`src/rtl/scaled_horner_poly_eval_defines.svh`:
```
// ---------------------------------------------------------------------------
// Scaled Horner polynomial evaluator: assertion macros
// Shared helpers for the concurrent checks in the RTL modules.
// ---------------------------------------------------------------------------
`ifndef SCALED_HORNER_POLY_EVAL_DEFINES_SVH
`define SCALED_HORNER_POLY_EVAL_DEFINES_SVH

// Same-cycle implication, sampled on clk and off during reset.
`define SHPE_ASSERT_SAME(label, ante, cons, msg) \
	label: assert property (@(posedge clk) disable iff (!arst_n) (ante) |-> (cons)) \
		else $error(msg);

// Next-cycle implication, sampled on clk and off during reset.
`define SHPE_ASSERT_NEXT(label, ante, cons, msg) \
	label: assert property (@(posedge clk) disable iff (!arst_n) (ante) |=> (cons)) \
		else $error(msg);

`endif

```
`src/rtl/shpe_pkg.sv`:
```
// ---------------------------------------------------------------------------
// Scaled Horner polynomial evaluator: package
// Widths, register indexes, the stage bundle and the 32-bit clip function.
// ---------------------------------------------------------------------------
`timescale 1ns / 1ps

package shpe_pkg;

	localparam int DATA_W        = 32;
	localparam int WIDE_W        = 65;
	localparam int NUM_COEFFS    = 6;
	localparam int REG_IDX_W     = 3;
	localparam int DEF_NUM_TERMS = 6;
	localparam int DEF_FRAC_BITS = 16;

	typedef enum logic [REG_IDX_W-1:0] {
		REG_OFFSET,
		REG_INV_SCALE,
		REG_COEFF_ZERO,
		REG_COEFF_ONE,
		REG_COEFF_TWO,
		REG_COEFF_THREE,
		REG_COEFF_FOUR,
		REG_COEFF_FIVE
	} reg_idx_t;

	// One item between Horner steps.
	typedef struct packed {
		logic                     valid;
		logic                     sat;
		logic signed [DATA_W-1:0] xc;
		logic signed [DATA_W-1:0] acc;
	} shpe_stage_t;

	typedef struct packed {
		logic signed [DATA_W-1:0] value;
		logic                     clipped;
	} sat_res_t;

	// Clip a wide signed value to 32 bits and report whether it was clipped.
	function automatic sat_res_t sat32(input logic signed [WIDE_W-1:0] v);
		sat_res_t r;
		if ((&v[WIDE_W-1:DATA_W-1]) || !(|v[WIDE_W-1:DATA_W-1])) begin
			r.value   = v[DATA_W-1:0];
			r.clipped = 1'b0;
		end else begin
			r.value   = v[WIDE_W-1] ? {1'b1, {(DATA_W-1){1'b0}}} : {1'b0, {(DATA_W-1){1'b1}}};
			r.clipped = 1'b1;
		end
		return r;
	endfunction

endpackage

```
`src/rtl/shpe_horner_step.sv`:
```
// ---------------------------------------------------------------------------
// Scaled Horner polynomial evaluator: one Horner step
// Two stages: acc * xc, then round, add the coefficient and clip.
// ---------------------------------------------------------------------------
`timescale 1ns / 1ps
`include "scaled_horner_poly_eval_defines.svh"

module shpe_horner_step #(
	parameter int FRAC_BITS = shpe_pkg::DEF_FRAC_BITS
) (
	input  logic                               clk,
	input  logic                               arst_n,
	input  logic                               en,
	input  logic signed [shpe_pkg::DATA_W-1:0] coeff,
	input  shpe_pkg::shpe_stage_t              in_stage,
	output shpe_pkg::shpe_stage_t              out_stage
);
	import shpe_pkg::*;

	localparam logic signed [WIDE_W-1:0] HALF = WIDE_W'(1) << (FRAC_BITS - 1);

	logic                       valid_s1;
	logic                       sat_s1;
	logic signed [DATA_W-1:0]   xc_s1;
	logic signed [2*DATA_W-1:0] prod_s1;

	logic                       valid_s2;
	logic                       sat_s2;
	logic signed [DATA_W-1:0]   xc_s2;
	logic signed [DATA_W-1:0]   acc_s2;

	logic signed [WIDE_W-1:0]   rnd;
	logic signed [WIDE_W-1:0]   sum;
	sat_res_t                   sum_sat;

	always_ff @(posedge clk or negedge arst_n) begin
		if (!arst_n) begin
			valid_s1 <= 1'b0;
			valid_s2 <= 1'b0;
		end else if (en) begin
			valid_s1 <= in_stage.valid;
			valid_s2 <= valid_s1;
		end
	end

	always_ff @(posedge clk) begin
		if (en) begin
			sat_s1  <= in_stage.sat;
			xc_s1   <= in_stage.xc;
			prod_s1 <= (2*DATA_W)'($signed(in_stage.xc)) * (2*DATA_W)'($signed(in_stage.acc));
			sat_s2  <= sat_s1 | sum_sat.clipped;
			xc_s2   <= xc_s1;
			acc_s2  <= sum_sat.value;
		end
	end

	// Rounding adds half an LSB and then floors, so ties go toward +infinity.
	always_comb begin
		rnd     = ($signed({prod_s1[2*DATA_W-1], prod_s1}) + HALF) >>> FRAC_BITS;
		sum     = rnd + $signed({{(WIDE_W-DATA_W){coeff[DATA_W-1]}}, coeff});
		sum_sat = sat32(sum);
	end

	assign out_stage.valid = valid_s2;
	assign out_stage.sat   = sat_s2;
	assign out_stage.xc    = xc_s2;
	assign out_stage.acc   = acc_s2;

	`SHPE_ASSERT_NEXT(a_sat_sticky, en && in_stage.valid && in_stage.sat, sat_s1, "sat flag lost in step")
	`SHPE_ASSERT_NEXT(a_zero_prod, en && valid_s1 && prod_s1 == '0 && !sat_s1, acc_s2 == $past(coeff) && !sat_s2, "zero product must yield the coefficient")
	`SHPE_ASSERT_NEXT(a_valid_adv, en && valid_s1, valid_s2, "item dropped between step stages")

endmodule

```
`config.mk`:
```
export PLATFORM = sky130hd
export DESIGN_NAME = shpe_horner_step
export DESIGN_NICKNAME = d
export VERILOG_FILES = /design/src/rtl/shpe_pkg.sv /design/src/rtl/shpe_horner_step.sv
export VERILOG_INCLUDE_DIRS = /design/src /design/src/rtl
export SDC_FILE = /design/constraint.sdc
export NUM_CORES = 2
export LEC_CHECK = 0
export BUFFER_PORTS_ARGS = -buffer_cell sky130_fd_sc_hd__clkbuf_2
export CAP_MARGIN = 20
export CELL_PAD_IN_SITES_DETAIL_PLACEMENT = 2
export CELL_PAD_IN_SITES_GLOBAL_PLACEMENT = 2
export CORE_ASPECT_RATIO = 1.2
export CORE_MARGIN = 2
export CORE_UTILIZATION = 30
export DETAILED_ROUTE_END_ITERATION = 12
export PLACE_DENSITY_LB_ADDON = 0.1
export SETUP_SLACK_MARGIN = 0.5
export SLEW_MARGIN = 20
export SYNTH_ARGS = -nofsm -noshare
export SYNTH_HDL_FRONTEND = slang
export SYNTH_SLANG_ARGS = --single-unit
```
`constraint.sdc`:
```
create_clock -name clk -period 5.2 [get_ports clk]
set_input_delay 1.04 -clock clk [delete_from_list [all_inputs] [get_ports clk]]
set_output_delay 1.04 -clock clk [all_outputs]
set_load 0.01 [all_outputs]
```
==> impl_metrics.tcl <==
set metrics [dict create \
    dieHeight_um 426.9 \
    die_area_um2 152100 \
    multi_input_area_um2 37460 \
    fill_cells 16019 \
    drc 0 \
    yosys.area_share.simple_pct 16.08 \
    dp_hpwl_um 138400 \
    synth_top_family_by_area "adder cells" \
    fin_nets 6844 \
    place_inst 7241 \
    fp-row-count 155 \
    dp_slack_ns -3.436 \
    syn_inst 4644 \
    clock_latency_ns 0.54 \
    path_class "input pin to flip-flop" \
    final_cell_mix "fa_1, inv_1, buf_4, nand2_1, and2_1" \
    async_reset_ff_share_pct 1.342 \
    grt_overflow 0 \
    clock_skew_ns 0.01770 \
    min_period_ns 7.946 \
    synth_edf_count 147 \
    grt_pass1_vias 41906 \
    fin_cells 7410 \
    syn_to_final_growth_pct 29.55 \
    setup_viol 81 \
    dieWidth_um 356.4 \
    fin_hold_ws_ns 0.2685 \
    clk_path_buf_depth 2 \
    core_um2 148400 \
    synth_xor_area_share_pct 2.743 \
    cp-end-kind "flip-flop" \
    grt_usage_pct 22.14 \
    dr_total_vias 34654 \
    cap_violations 0 \
    layout_commonest_cell "fa_1" \
    max_stage_delay_ns 0.55 \
    clkSinkCount 149 \
    violations "negative setup slack" \
    status "finished, violations left" \
    drt_iter0_drc 1065 \
    synth_compound_area_share_pct 5.612 \
    portBuffers 166 \
    synth_ff_type "edfxtp_1" \
    cts-htree-levels 4 \
    routed_wl_um 165200 \
    grt_antenna_before_repair 4 \
    ys_warn_count 0 \
    cp-start-kind "input pin" \
    yosys.area_share.adder_pct 54.89 \
    synthMuxAreaShare_pct 0.1455 \
    rsz0062_at_grt "true" \
    crit_path_max_fanout 7 \
    setup_ws_ns -2.746 \
    worstMarginPinSlew_ns 0.8278 \
    grt_max_degree 78 \
    slew_headroom_pct 44.81 \
    cts_tree "built" \
    clockRootBuffer "clkbuf_16" \
    synth_fp_nets 6057 \
    clock.fmax_mhz 125.9 \
    vias_per_cell 4.677 \
    avgSynthCellArea_um2 9.626 \
    slowest_stage "fa_2" \
    numCtsBuffers 17 \
    syn_area_um2 44700 \
    grt_pass1_wl_um 252900 \
    start_util_pct 30.13 \
    cp.arrival_ns 8.25 \
    ant_nets 0 \
    seqCellArea_um2 4464 \
    hold_path_class "input pin to async pin" \
    drtPass1Iterations 5 \
    ys_types 73 \
    ys_seq_area_share_pct 9.986 \
    place_congestion 0.8089 \
    slew_viol_final 0 \
    hold_viol 0 \
    io_pins 167 \
    clkTransAtPathRegs_ns 0.08 \
    required_ns 5.51 \
    synth_seq_cells 149 \
    fin_crit_sh_pct 152.8 \
    wl_per_cell_um 22.29 \
    layout-drive-gt1-share_pct 25.68 \
]
[cell type report]
cell class / instances / share of cell area [%]
Antenna cell: 4 / 0.01728
Clock buffer: 18 / 0.7410
Clock inverter: 14 / 0.2528
Inverter: 1023 / 6.650
Multi-Input combinational cell: 3245 / 64.69
Sequential cell: 149 / 7.708
Tap cell: 1962 / 4.239
Timing Repair Buffer: 995 / 15.70
[cells by family (layout without fill, tap and decap cells)]
family / after synthesis / in the layout
flip-flops: 149 / 149
XOR/XNOR: 140 / 140
AND/OR/NAND/NOR: 1422 / 1422
multiplexers: 6 / 6
AO/OA/AOI/OAI: 365 / 365
buffers and inverters: 1250 / 2050
adder cells (fa/ha/maj): 1312 / 1312
other: 0 / 4
[routing by layer]
| metal | vias up | GRT usage [%] | wire, um |
|---|---|---|---|
| met5 | - | 0 | 0 |
| met4 | 0 | 4.859 | 3544 |
| met3 | 132 | 1.484 | 2664 |
| met2 | 312 | 44.58 | 93820 |
| met1 | 18729 | 25.03 | 65130 |
| li1 | 15481 | - | - |
[registers in the layout (all words and copies together), names as in the netlist]
signal and count:
xc_s1 32, valid_s2 1, xc_s2 32, sat_s1 1, acc_s2 32, sat_s2 1
valid_s1 1, prod_s1 49
[synthesized netlist by cell type (all sizes together), types with 42 or more instances]
| master | n | share of area [%] |
|---|---|---|
| nor3 | 45 | 0.51 |
| ha | 230 | 6.4 |
| nand3 | 42 | 0.47 |
| a21o | 64 | 1.1 |
| fa | 1082 | 48 |
| xnor2 | 99 | 1.9 |
| clkbuf | 218 | 1.8 |
| inv | 1022 | 8.6 |
| and2 | 519 | 7.3 |
| edfxtp | 147 | 9.9 |
| a21oi | 96 | 1.1 |
| nand2 | 577 | 4.9 |
| o21ai | 54 | 0.60 |
| nor2 | 93 | 0.78 |
[per-stage QoR]
| stage | cell area, um^2 | utilization, % | TNS [ns] |
|---|---|---|---|
| global route | 57910 | 39.03 | -134.83 |
| CTS | 56660 | 38.19 | -108.78 |
| global placement | 53920 | 36.35 | -145.61 |
| floorplan | 45710 | - | -98.88 |
| finish | 57910 | 39.04 | -115.07 |
| detailed placement | 53920 | 36.35 | -151.67 |
[timing repair]
item,CTS,global route
gates cloned,11,8
gates resized for setup,273,176
buffers inserted,71,43
pin swaps,120,90
hold buffers,0,0
endpoints found under the setup margin,82,82
[worst max-delay path, delay by kind of cell]
kind | cells | cell delay (ns)
AOI/OAI and AO/OA | 8 | 1.70
xor gates and xnor gates | 1 | 0.06
adders and majority gates | 9 | 4.26
buffers and inverters | 9 | 0.94
and+or+nand+nor | 2 | 0.21
[final timing paths]
kind,start,endpoint,slack [ns],cells past startpoint
hold / removal,arst_n,valid_s1,0.27,1
min in group clk,xc_s1[16],xc_s2[16],0.42,0
setup / recovery,in_stage[44],prod_s1[60],-2.75,29
hold reg to reg,xc_s1[16],xc_s2[16],0.42,0
setup reg to reg,prod_s1[20],acc_s2[30],-0.22,25
max in group asynchronous,arst_n,valid_s2,4.84,1
Power is left out: the tool's default activity adds up to more than one toggle a clock period on the data nets, which glitch-free logic cannot reach.
